**src/sv/idls_pkg.sv**
```systemverilog
`timescale 1ns / 1ps
`default_nettype none

package idls_pkg;

  localparam int OFFSET_BITS = 16;
  localparam int POS_BITS    = OFFSET_BITS + 1;
  localparam int FIELD_BITS  = 16;
  localparam int KW_LEN      = 8;

  localparam logic [OFFSET_BITS-1:0] OFFSET_MAX = {OFFSET_BITS{1'b1}};

  localparam logic [7:0] CH_NEWLINE = 8'h0A;
  localparam logic [7:0] CH_TAB     = 8'h09;
  localparam logic [7:0] CH_SPACE   = 8'h20;
  localparam logic [7:0] CH_HASH    = 8'h23;
  localparam logic [7:0] CH_QUOTE   = 8'h22;

  typedef enum logic [5:0] {
    PH_LEAD    = 6'b000001,
    PH_KEYWORD = 6'b000010,
    PH_GAP     = 6'b000100,
    PH_PATH    = 6'b001000,
    PH_FOUND   = 6'b010000,
    PH_FAIL    = 6'b100000
  } phase_e;

  // Bytes of the directive keyword, index 0 is the hash.
  function automatic logic [7:0] keyword_byte(input logic [2:0] idx);
    logic [7:0] b;
    unique case (idx)
      3'd0: b = CH_HASH;
      3'd1: b = 8'h69;
      3'd2: b = 8'h6E;
      3'd3: b = 8'h63;
      3'd4: b = 8'h6C;
      3'd5: b = 8'h75;
      3'd6: b = 8'h64;
      3'd7: b = 8'h65;
      default: b = CH_HASH;
    endcase
    return b;
  endfunction

endpackage

`default_nettype wire

```
**src/sv/include_directive_line_scanner_core.sv**
```systemverilog
// Include directive line scanner.
// The slave channel takes one word per cycle: tdata carries a text byte and
// tlast marks the final byte of the text. Lines end at a newline byte or at
// the final byte. For each finished line one word leaves on the master
// channel: tdata holds the path begin and end offsets, tuser tells whether a
// complete include directive was seen and whether offsets saturated, tlast
// marks the line that closes the text. Offsets are zero when no directive
// was found.
// The result word is registered and is valid in the cycle after the accepted
// line-ending byte. One byte is taken per cycle while s_axis_tready is high;
// the per-byte phase update is one compare-and-select step on scan registers.
// The output register frees itself in the same cycle it is taken, so the
// slave side stays ready while the master side accepts. When the receiver
// stalls with a result pending, s_axis_tready drops until it is taken.
// Reset clears the scan state, the position and the output valid; after the
// final byte the block returns to that state and a new text starts at 0.
`timescale 1ns / 1ps
`default_nettype none

module include_directive_line_scanner_core (
  input  wire logic        clk_i,
  input  wire logic        rst_ni,
  input  wire logic        s_axis_tvalid,
  output logic             s_axis_tready,
  input  wire logic [7:0]  s_axis_tdata,   // [7:0] text_byte
  input  wire logic        s_axis_tlast,   // end_of_text
  output logic             m_axis_tvalid,
  input  wire logic        m_axis_tready,
  output logic [31:0]      m_axis_tdata,   // [15:0] path_begin, [31:16] path_end
  output logic [1:0]       m_axis_tuser,   // [0] include_found, [1] offset_overflow
  output logic             m_axis_tlast    // last_line
);

  localparam int OB = idls_pkg::OFFSET_BITS;
  localparam int FB = idls_pkg::FIELD_BITS;

  idls_pkg::phase_e            phase_q, phase_d;
  logic [2:0]                  kw_idx_q, kw_idx_d;
  logic [idls_pkg::POS_BITS-1:0] pos_cnt_q, pos_cnt_d;
  logic [OB-1:0]               begin_q, begin_d;
  logic [OB-1:0]               end_q, end_d;
  logic                        ovf_q, ovf_d;

  logic                        out_valid_q;
  logic [31:0]                 out_data_q;
  logic [1:0]                  out_user_q;
  logic                        out_last_q;

  logic                        accept;
  logic                        newline;
  logic                        pos_over;
  logic [OB-1:0]               pos;
  logic                        is_blank;
  logic                        emit;
  logic                        found;
  idls_pkg::phase_e            scan_phase;
  logic [2:0]                  scan_kw;
  logic [OB-1:0]               scan_begin;
  logic [OB-1:0]               scan_end;
  logic                        scan_ovf;

  assign s_axis_tready = !out_valid_q || m_axis_tready;
  assign accept        = s_axis_tvalid && s_axis_tready;

  assign newline  = (s_axis_tdata == idls_pkg::CH_NEWLINE);
  assign is_blank = (s_axis_tdata == idls_pkg::CH_SPACE) ||
                    (s_axis_tdata == idls_pkg::CH_TAB);
  // The counter stops one above the largest offset so overflow stays visible.
  assign pos_over = pos_cnt_q[OB];
  assign pos      = pos_over ? idls_pkg::OFFSET_MAX : pos_cnt_q[OB-1:0];
  assign emit     = newline || s_axis_tlast;

  always_comb begin
    scan_phase = phase_q;
    scan_kw    = kw_idx_q;
    scan_begin = begin_q;
    scan_end   = end_q;
    scan_ovf   = ovf_q || pos_over;
    if (!newline) begin
      unique case (phase_q)
        idls_pkg::PH_LEAD: begin
          if (is_blank) begin
            scan_phase = idls_pkg::PH_LEAD;
          end else if (s_axis_tdata == idls_pkg::CH_HASH) begin
            scan_phase = idls_pkg::PH_KEYWORD;
            scan_kw    = 3'd1;
          end else begin
            scan_phase = idls_pkg::PH_FAIL;
          end
        end
        idls_pkg::PH_KEYWORD: begin
          if (s_axis_tdata == idls_pkg::keyword_byte(kw_idx_q)) begin
            scan_kw = kw_idx_q + 3'd1;
            // Index wraps to zero after the last keyword byte.
            if (kw_idx_q == 3'(idls_pkg::KW_LEN - 1)) begin
              scan_phase = idls_pkg::PH_GAP;
            end
          end else begin
            scan_phase = idls_pkg::PH_FAIL;
          end
        end
        idls_pkg::PH_GAP: begin
          if (is_blank) begin
            scan_phase = idls_pkg::PH_GAP;
          end else if (s_axis_tdata == idls_pkg::CH_QUOTE) begin
            if (pos == idls_pkg::OFFSET_MAX) begin
              scan_begin = idls_pkg::OFFSET_MAX;
              scan_ovf   = 1'b1;
            end else begin
              scan_begin = pos + OB'(1);
            end
            scan_phase = idls_pkg::PH_PATH;
          end else begin
            scan_phase = idls_pkg::PH_FAIL;
          end
        end
        idls_pkg::PH_PATH: begin
          if (s_axis_tdata == idls_pkg::CH_QUOTE) begin
            scan_end   = pos;
            scan_phase = idls_pkg::PH_FOUND;
          end
        end
        idls_pkg::PH_FOUND: begin
          scan_phase = idls_pkg::PH_FOUND;
        end
        default: begin
          scan_phase = idls_pkg::PH_FAIL;
        end
      endcase
    end
  end

  assign found = (scan_phase == idls_pkg::PH_FOUND);

  always_comb begin
    phase_d   = scan_phase;
    kw_idx_d  = scan_kw;
    begin_d   = scan_begin;
    end_d     = scan_end;
    ovf_d     = scan_ovf;
    pos_cnt_d = pos_over ? pos_cnt_q : pos_cnt_q + idls_pkg::POS_BITS'(1);
    if (emit) begin
      phase_d  = idls_pkg::PH_LEAD;
      kw_idx_d = 3'd0;
      begin_d  = '0;
      end_d    = '0;
      if (s_axis_tlast) begin
        pos_cnt_d = '0;
        ovf_d     = 1'b0;
      end
    end
  end

  always_ff @(posedge clk_i or negedge rst_ni) begin
    if (!rst_ni) begin
      phase_q   <= idls_pkg::PH_LEAD;
      kw_idx_q  <= 3'd0;
      pos_cnt_q <= '0;
      begin_q   <= '0;
      end_q     <= '0;
      ovf_q     <= 1'b0;
    end else if (accept) begin
      phase_q   <= phase_d;
      kw_idx_q  <= kw_idx_d;
      pos_cnt_q <= pos_cnt_d;
      begin_q   <= begin_d;
      end_q     <= end_d;
      ovf_q     <= ovf_d;
    end
  end

  always_ff @(posedge clk_i or negedge rst_ni) begin
    if (!rst_ni) begin
      out_valid_q <= 1'b0;
    end else if (accept && emit) begin
      out_valid_q <= 1'b1;
    end else if (m_axis_tready) begin
      out_valid_q <= 1'b0;
    end
  end

  always_ff @(posedge clk_i) begin
    if (accept && emit) begin
      out_data_q <= found ? {FB'(scan_end), FB'(scan_begin)} : 32'd0;
      out_user_q <= {scan_ovf, found};
      out_last_q <= s_axis_tlast;
    end
  end

  assign m_axis_tvalid = out_valid_q;
  assign m_axis_tdata  = out_data_q;
  assign m_axis_tuser  = out_user_q;
  assign m_axis_tlast  = out_last_q;

endmodule

`default_nettype wire

```
**config.mk**
```make
export PLATFORM = sky130hd
export DESIGN_NAME = include_directive_line_scanner_core
export DESIGN_NICKNAME = d
export VERILOG_FILES = /design/src/sv/idls_pkg.sv /design/src/sv/include_directive_line_scanner_core.sv
export SDC_FILE = /design/constraint.sdc
export NUM_CORES = 1
export LEC_CHECK = 0
export BUFFER_PORTS_ARGS = -buffer_cell sky130_fd_sc_hd__buf_4
export CAP_MARGIN = 25
export CORE_ASPECT_RATIO = 1.4
export CORE_MARGIN = 4
export CORE_UTILIZATION = 50
export CTS_CLUSTER_SIZE = 24
export DETAILED_ROUTE_END_ITERATION = 16
export PLACE_DENSITY_LB_ADDON = 0.3
export SETUP_SLACK_MARGIN = 0.02
export SLEW_MARGIN = 20
export SYNTH_ARGS = -nofsm -noshare
export SYNTH_HDL_FRONTEND = slang
export SYNTH_SLANG_ARGS = --single-unit
```
**constraint.sdc**
```tcl
create_clock -name clk_i -period 3.4 [get_ports clk_i]
set_input_delay 1.02 -clock clk_i [delete_from_list [all_inputs] [get_ports clk_i]]
set_output_delay 1.02 -clock clk_i [all_outputs]
set_load 0.03 [all_outputs]
```
==> Word level (Yosys, flattened, before mapping) <==
Memories as Yosys holds them, arrays and structs flattened.
Cells that the tools add are included.
{ "classes": {"n_div": 0, "multipliers": 0, "reduce_logical": 10, "add_sub_neg": 3, "n_mux": 41, "n_bitwise": 0, "eq_ne": 18, "shifts": 0, "magnitude_cmp": 0} }
{ "ops": {"columns": ["op", "n"], "rows": [
  ["16-bit two-way mux", 11],
  ["6-bit two-way mux", 9],
  ["17-bit two-way mux", 3],
  ["6-bit one-hot mux with 5 select lines", 1],
  ["8-bit by 6-bit == test with 1-bit output (second input constant)", 3],
  ["17-bit by 1-bit adder with 17-bit output (second input constant)", 1],
  ["16-bit by 1-bit adder with 16-bit output (second input constant)", 1],
  ["16-bit == test (second input constant)", 1],
  ["8-bit by 4-bit == test with 1-bit output (second input constant)", 2],
  ["8-bit two-way mux", 2],
  ["3-bit two-way mux", 5],
  ["6-bit by 5-bit == test with 1-bit output (second input constant)", 2],
  ["1-bit two-way mux", 9],
  ["3-bit != test (second input constant)", 3],
  ["8-bit == test", 1],
  ["6-bit by 1-bit == test with 1-bit output (second input constant)", 1],
  ["6-bit by 2-bit == test with 1-bit output (second input constant)", 1],
  ["6-bit by 3-bit == test with 1-bit output (second input constant)", 1],
  ["6-bit by 4-bit == test with 1-bit output (second input constant)", 1],
  ["3-bit one-hot mux with 2 select lines", 1],
  ["6-bit AND reduction", 1],
  ["1-bit logical OR", 4],
  ["3-bit by 1-bit adder with 3-bit output (second input constant)", 1],
  ["3-bit == test (second input constant)", 1],
  ["5 further kinds", 6]
]} }
{ "totals": {"word_cells": 83, "ram_bits": 0, "mem_count": 1, "inputBits": 13, "ff_bits": 95, "out_inout_bits": 37, "romBits": 48, "latchBits": 0} }
{ "memory_table": {"columns": ["memory", "words", "width", "rd", "rd_clocked_by_memory_dff", "wr", "line_no", "rtl"], "rows": [
  ["(name not given)", 8, 6, 1, 0, 0, "idls_pkg.sv:31", "unique case (idx)"]
]} }

==> Longest topological paths before layout <==
Gate-level depths: netlist of the first run.
{ "logic_depth": {"word_depth": 9, "ltp_mapped": 10} }

==> Worst setup path after synthesis of the first run <==
No wires, ideal clock.
{ "synth_timing": {"kind": "in2reg", "startpoint": "in s_axis_tdata[2]", "endpoint": "reg out_data_q[0], in the netlist m_axis_tdata[0] (enable)", "setup_slack_ns": -0.354, "path_buffers": 0, "required_ns": 2.971, "arrival_time_ns": 3.325, "path_stages": 3, "cell_sequence": "nor4_2 -> a31oi_1 -> nor2_1"} }
{ "synth_via": {"elab_chain_len": 3} }
{ "synth_rtl": {"columns": ["element", "line_no", "rtl"], "rows": [
  ["start: declaration", "include_directive_line_scanner_core.sv:25", "input wire logic [7:0] s_axis_tdata,"],
  ["8-bit by 4-bit == test with 1-bit output", "include_directive_line_scanner_core.sv:65", "assign newline = (s_axis_tdata == idls_pkg::CH_NEWLINE);"],
  ["1-bit logical OR", "include_directive_line_scanner_core.sv:71", "assign emit = newline || s_axis_tlast;"],
  ["1-bit logical AND", "include_directive_line_scanner_core.sv:183", "if (accept && emit) begin"],
  ["end signal: assignment", "include_directive_line_scanner_core.sv:184", "out_data_q <= found ? {FB'(scan_end), FB'(scan_begin)} : 32'd0;"],
  ["end: declaration", "include_directive_line_scanner_core.sv:45", "logic [31:0] out_data_q;"]
]} }
Every way passes these cells.
A chain may end at the register's enable or synchronous reset.

==> Worst setup path in the final report of the first run <==
{ "layout_timing": {"startpoint": "reg pos_cnt_q[16] (netlist bit)", "endpoint": "reg out_data_q[0], in the netlist m_axis_tdata[0], data pin"} }
{ "layout_via": {"elab_chain_len": 7} }
{ "layout_rtl": {"columns": ["element", "line_no", "rtl"], "rows": [
  ["start: declaration", "include_directive_line_scanner_core.sv:39", "logic [idls_pkg::POS_BITS-1:0] pos_cnt_q, pos_cnt_d;"],
  ["start signal: assignment", "include_directive_line_scanner_core.sv:165", "pos_cnt_q <= pos_cnt_d;"],
  ["16-bit two-way mux (*)", "include_directive_line_scanner_core.sv:70", "assign pos = pos_over ? idls_pkg::OFFSET_MAX : pos_cnt_q[OB-1:0];"],
  ["16-bit by 1-bit adder with 16-bit output or 16-bit == test (tied branches)", "include_directive_line_scanner_core.sv:110, include_directive_line_scanner_core.sv:106", null],
  ["16-bit two-way mux (*)", "include_directive_line_scanner_core.sv:106", "if (pos == idls_pkg::OFFSET_MAX) begin"],
  ["16-bit two-way mux (*)", "include_directive_line_scanner_core.sv:105", "end else if (s_axis_tdata == idls_pkg::CH_QUOTE) begin"],
  ["16-bit two-way mux (*)", "include_directive_line_scanner_core.sv:103", "if (is_blank) begin"],
  ["16-bit two-way mux (*)", "include_directive_line_scanner_core.sv:80", "unique case (phase_q)"],
  ["16-bit two-way mux (*)", "include_directive_line_scanner_core.sv:79", "if (!newline) begin"]
]} }
Every way passes the cells marked *; elsewhere a longest branch is shown, timed or not.

==> results of run 1 <==
## cell usage after synthesis, drive strengths merged, types with 3 or more instances
library cell  number
o211a              3
o2bb2ai           10
ha                 9
xor2               6
nand3             22
nand2             53
clkbuf            26
inv               11
buf               12
a31o               3
nor4               4
and4               4
a32o               3
edfxtp            35
nand4             13
a21o               3
a21oi             18
nor2b              6
or2                3
and3               7
or3                7
a2bb2oi           11
nand3b             3
nor3              10
a211oi             7
nor2              69
and2              10
o41a               3
dfrtp             59
a31oi             10
xnor2              7
o21ai             52
a22o              11
## critical path: cells and delay by family (launching register included)
kind | cells | cell delay [ns]
buf+inv | 2 | 0.33
flops | 1 | 0.35
compound gates | 2 | 0.92
fa+ha+maj | 2 | 0.80
simple gates | 2 | 0.33
## routing by layer
layer / global-route usage (%) / vias up / share of wire [%]
met5: 0 / - / 0
met4: 11.9 / 0 / 4.6
met3: 3.35 / 39 / 4.5
met2: 38.8 / 164 / 51
met1: 26.9 / 2107 / 40
li1: - / 2048 / -
## state kept, by name, summed over array words and instances (netlist names), 2 cells and up
signal / flops
kw_idx_q: 3
m_axis_tdata: 32
phase_q: 6
end_q: 16
m_axis_tuser: 2
begin_q: 16
pos_cnt_q: 17
## kinds of logic (layout without fill, tap and decap cells)
kind of cell               count (synthesis)  after routing  share of synthesized area, %
muxes                                      4              4                         0.829
and+or+nand+nor                          222            222                          21.3
adders and majority gates                  9              9                          2.20
AOI/OAI and AO/OA                        148            148                          19.6
xor gates and xnor gates                  13             13                          2.22
DFF                                       95             95                          49.8
buffers and inverters                     50             85                          4.12
## path summary, 6_finish.rpt
path / start / end / slack [ns] / cells past startpoint
max: pos_cnt_q[16] / m_axis_tdata[0] / 0.49 / 8
min reg2reg: end_q[15] / end_q[15] / 0.49 / 1
max in group asynchronous: rst_ni / end_q[7] / 2.13 / 1
max reg2reg: pos_cnt_q[16] / m_axis_tdata[0] / 0.49 / 8
min in group asynchronous: rst_ni / pos_cnt_q[11] / 0.73 / 1
min: end_q[15] / end_q[15] / 0.49 / 1
## power by group through the flow
stage / sequential (mW) / combinational, mW / clock (mW)
2_1_floorplan: 1.40 / 0.358 / 0
3_3_place_gp: 1.43 / 0.487 / 0
3_5_place_dp: 1.43 / 0.498 / 0
4_1_cts: 1.41 / 0.501 / 0.966
5_1_grt: 1.43 / 0.553 / 1.02
6_report: 1.42 / 0.500 / 0.967
## per-stage QoR
step	instances	area (um^2)
final	711	5850
after global routing	711	5850
after global placement	694	5560
after floorplan	541	5130
after CTS	710	5840
after detailed placement	694	5560
## area by class of cell
cell class              instances  area share, %
clock buffers                  10           3.91
clock inverters                 6          0.855
inverters                      12          0.770
multi-input cells             396           40.6
flip-flops and latches         95           43.6
well taps                     135           2.89
repair buffers                 57           7.31
==> results.toml, run 1 <==
[sta]
skew_ns = 0.0105
hold-worst-slack_ns = 0.495
setup_tns_ns = 0
layout_setup_ws_ns = 0.493
setup_violations = 0
fin_crit_ns = 2.91
slew_viol_final = 0
fin_crit_sh_pct = 85.5
maxSlewHeadroom_pct = 33.9
hold_violations = 0
rsz0062_at_grt = "no"
max_slew.worst_pin.slew_ns = 0.986
fmax_mhz = 344

[pwr]
clkPwrFrac_pct = 33.5
switchingPower_uw = 895
p_leak_nw = 2.33
power_frac_seq_pct = 49.2
power_density_nw_per_um2 = 493
swShare_pct = 31.0
share_comb_of_total_power_pct = 17.3
power_mw = 2.88
internal_power_mw = 1.99
ir_drop_v = 0.000293

[drt]
antenna_left = 0
drt_first_pass_iters = 6
drt_iter0_markers = 284
viasPerCell = 6.13
post_drt_wl_per_cell_um = 18.6
dr_total_vias = 4358
wirelength_um = 13200
drcViolationCount = 0

[grt]
grt.overflow.total = 0
grt_use_total_pct = 22.5
grt_pass1_vias = 4092
grt_max_degree = 61
antenna_found_initial = 0
grt_pass1_wl_um = 20900

[synthesis]
synth-seq-area-share_pct = 49.8
syn_area_um2 = 5130
synth_warnings = 0
synth_area_per_cell_um2 = 9.48
synth_nets = 563
synth-edff-count = 35
syn-instance-count = 541
synth.area.top_cells = "dfrtp_1 (29%), edfxtp_1 (20%), nor2_1 (5.0%)"
synth.distinct_cells = 63
synth_top_flop_cell = "dfrtp_1"
synthArstFlopShare_pct = 63.2
yosysTopAreaCellShare_pct = 28.8
ys_ff_latch = 95
synth.largest_area_cell = "dfrtp_1"

[setup_path]
endpoint_kind = "flip-flop"
cp.required_ns = 3.56
arrival_ns = 3.07
cpPeakStageDelay_ns = 0.60
slowest_stage = "o21ai_0"
crit_top_cell = "ha_1"
setup.worst_path.start_class = "flip-flop"
crit_type = "reg -> reg"
crit_path_max_fanout = 14
crit_chain = "clkinv_1 -> ha_1 -> inv_1 -> ha_1 -> nand3_1 -> o21ai_0 -> nor2_1 -> a211oi_1"

[clocking]
clk_pin_slew_ns = 0.07
root_buffer = "clkbuf_16"
cts_resized = 0
htreeDepth = 3
cts_setup_buffers = 0
hold_buffers = 0
clockBufferDepth = 2
cts_tree = "yes"
cts.sinks = 95
insertion_delay_ns = 0.35
cts_made_buffers = 9

[placed_design]
dpl_worst_slack_ns = 0.283
hpwl_um = 9550
gp_congestion = 0.859
io_buffers = 49

[die]
initial_core_util_pct = 51.5
core_um2 = 9950
boundaryPins = 50
fp.dieH_um = 128
chipWidth_um = 93.6
die-area_um2 = 12000
rows = 43

[layout]
multi_input_area_um2 = 2380
final_common_cell = "nor2_1"
drive_above_1_share_pct = 15.1
num_antenna_cells = 0
regArea_um2 = 2550
area_growth_pct = 14.0
final_cell_mix = "nor2_1 (68), dfrtp_1 (59), buf_4 (57)"
num-nets-final = 593
nFillCells = 898
postLayoutCoreUtil_pct = 58.8

[outcome]
outcome = "finished clean"

[hold_path]
min-delay-path-class = "reg -> reg"

[flow_run]
cap_violations = 0
Power figures use the tool's default switching activity.
==> inputs of run 2 (changes only) <==
==> constraint.sdc (replaced) <==
create_clock -name clk_i -period 2.7 [get_ports clk_i]
set_input_delay 0.81 -clock clk_i [delete_from_list [all_inputs] [get_ports clk_i]]
set_output_delay 0.81 -clock clk_i [all_outputs]
set_load 0.03 [all_outputs]
==> run 2 against run 1 <==
Effect of this change: clock skew down 0.0027 ns; final area up 1.6%; sequential power up 26%; non-clock buffer count up 11; cell count up 1.5%; critical path depth unchanged; global-route usage up 0.80 points; largest cell class unchanged; largest power group unchanged.
==> results.toml, run 2 (synthesis results as in run 1) <==
[grt]
antenna_found_initial = 0
grt_use_total_pct = 23.3
grt_pass1_wl_um = 21700
grt_max_degree = 61
grt_pass1_vias = 4303
grt.overflow.total = 0

[drt]
viasPerCell = 6.04
dr_total_vias = 4360
wl_met3_um = 563
met1_length_um = 5200
drt_iter0_markers = 306
wirelength_um = 13300
wl_met2_um = 6960
antenna_left = 0
top_layer = "met4"
drcViolationCount = 0
post_drt_wl_per_cell_um = 18.4
drt_first_pass_iters = 5

[layout]
area_growth_pct = 15.9
design_area_um2 = 5950
postLayoutCoreUtil_pct = 59.7
drive_above_1_share_pct = 16.7
largest_reg_flops = 32
final_cell_mix = "nor2_1 (67), buf_4 (67), dfrtp_1 (59)"
num_antenna_cells = 0
num-nets-final = 604

[sta]
max_slew.worst_pin.slew_ns = 0.774
setup_tns_ns = 0
fin_crit_ns = 2.41
fin_crit_sh_pct = 89.3
skew_ns = 0.00774
maxSlewHeadroom_pct = 48.4
setup_violations = 0
hold_violations = 0
fmax_mhz = 415
slew_viol_final = 0
rsz0062_at_grt = "no"

[clocking]
clk_pin_slew_ns = 0.07
cts_resized = 0
insertion_delay_ns = 0.35
root_buffer = "clkbuf_16"
cts_tree = "yes"
cts_setup_buffers = 0
hold_buffers = 0
cts_made_buffers = 9
clockBufferDepth = 2
htreeDepth = 3
cts.sinks = 95

[pwr]
internal_power_mw = 2.53
power_density_nw_per_um2 = 610
ir_drop_v = 0.000345
swShare_pct = 30.4
power_frac_seq_pct = 49.2
clkPwrFrac_pct = 33.3
power_mw = 3.63
share_comb_of_total_power_pct = 17.5
p_leak_nw = 2.39
switchingPower_mw = 1.10

[placed_design]
gp_congestion = 0.890
hpwl_um = 9770
io_buffers = 49
dpl_cell_area_um2 = 5660

[setup_path]
crit_type = "reg -> reg"
rrSetupSlack_ns = 0.29
r2r_start = "pos_cnt_q[16]"
cp.required_ns = 2.87
r2r-end = "m_axis_tdata[0]"
reg2regPathDepth = 8
endpoint_kind = "flip-flop"
setup.worst_path.start_class = "flip-flop"
arrival_ns = 2.58
crit_path_max_fanout = 7

[die]
die-area_um2 = 12000
boundaryPins = 50
core_um2 = 9950
initial_core_util_pct = 51.5
rows = 43
fp.dieH_um = 128
chipWidth_um = 93.6

[hold_path]
hold_start = "begin_q[12]"
min-delay-path-class = "reg -> reg"
holdPathEnd = "begin_q[12]"
worstHoldPathCells = 1

[outcome]
outcome = "finished clean"

[flow_run]
cap_violations = 0
-- run 2: cell count changes in the layout (fill, tap and decap cells not counted), sizes merged --
cell | previous run | this run
inv | 15 | 13
clkinv | 2 | 4
buf | 57 | 68
-- run 2: power by group through the flow --
stage	Sequential (mW)	Combinational (mW)	Clock [mW]
floorplan	1.76	0.452	0
global placement	1.80	0.616	0
detailed placement	1.81	0.633	0
CTS	1.78	0.638	1.22
global route	1.80	0.708	1.29
finish	1.79	0.635	1.21
-- run 2: critical path, cell delays in order (launching register included) --
cell      delay [ns]
dfrtp_1         0.40
clkinv_1        0.11
ha_1            0.29
inv_1           0.09
ha_1            0.21
nand3_1         0.11
o21ai_0         0.57
nor2_1          0.18
a211oi_1        0.27
-- run 2: area by class of cell --
class / count / area [um^2]
Clock inverter: 6 / 42.5
Sequential cell: 95 / 2550
Timing Repair Buffer: 68 / 523
Fill cell: 872 / 4010
Tap cell: 135 / 169
Multi-Input combinational cell: 396 / 2370
Inverter: 12 / 45.0
Clock buffer: 10 / 239
-- run 2: worst max-delay path by stage --
stage,start,endpoint,slack (ns),cells past startpoint
5_1_grt,pos_cnt_q[16],m_axis_tdata[0],0.13,8
2_1_floorplan,s_axis_tdata[2],m_axis_tdata[0],0.11,3
4_1_cts,pos_cnt_q[16],m_axis_tdata[0],0.32,8
3_5_place_dp,s_axis_tdata[1],phase_q[4],0.01,7
6_report,pos_cnt_q[16],m_axis_tdata[0],0.29,8
3_3_place_gp,s_axis_tdata[1],phase_q[4],0.12,7
-- run 2: per-layer routing --
layer,up-vias,GRT usage [%]
li1,2068,-
met1,2111,26.8
met2,144,41.7
met3,37,3.70
met4,0,11.6
met5,-,0
-- run 2: per-stage QoR --
stage,hold slack (ns),worst slack (ns),cells
4_1_cts,0.493,0.325,722
2_1_floorplan,0.450,0.109,541
5_1_grt,0.512,0.128,722
3_3_place_gp,0.471,0.121,706
6_report,0.489,0.290,722
3_5_place_dp,0.474,0.0119,706
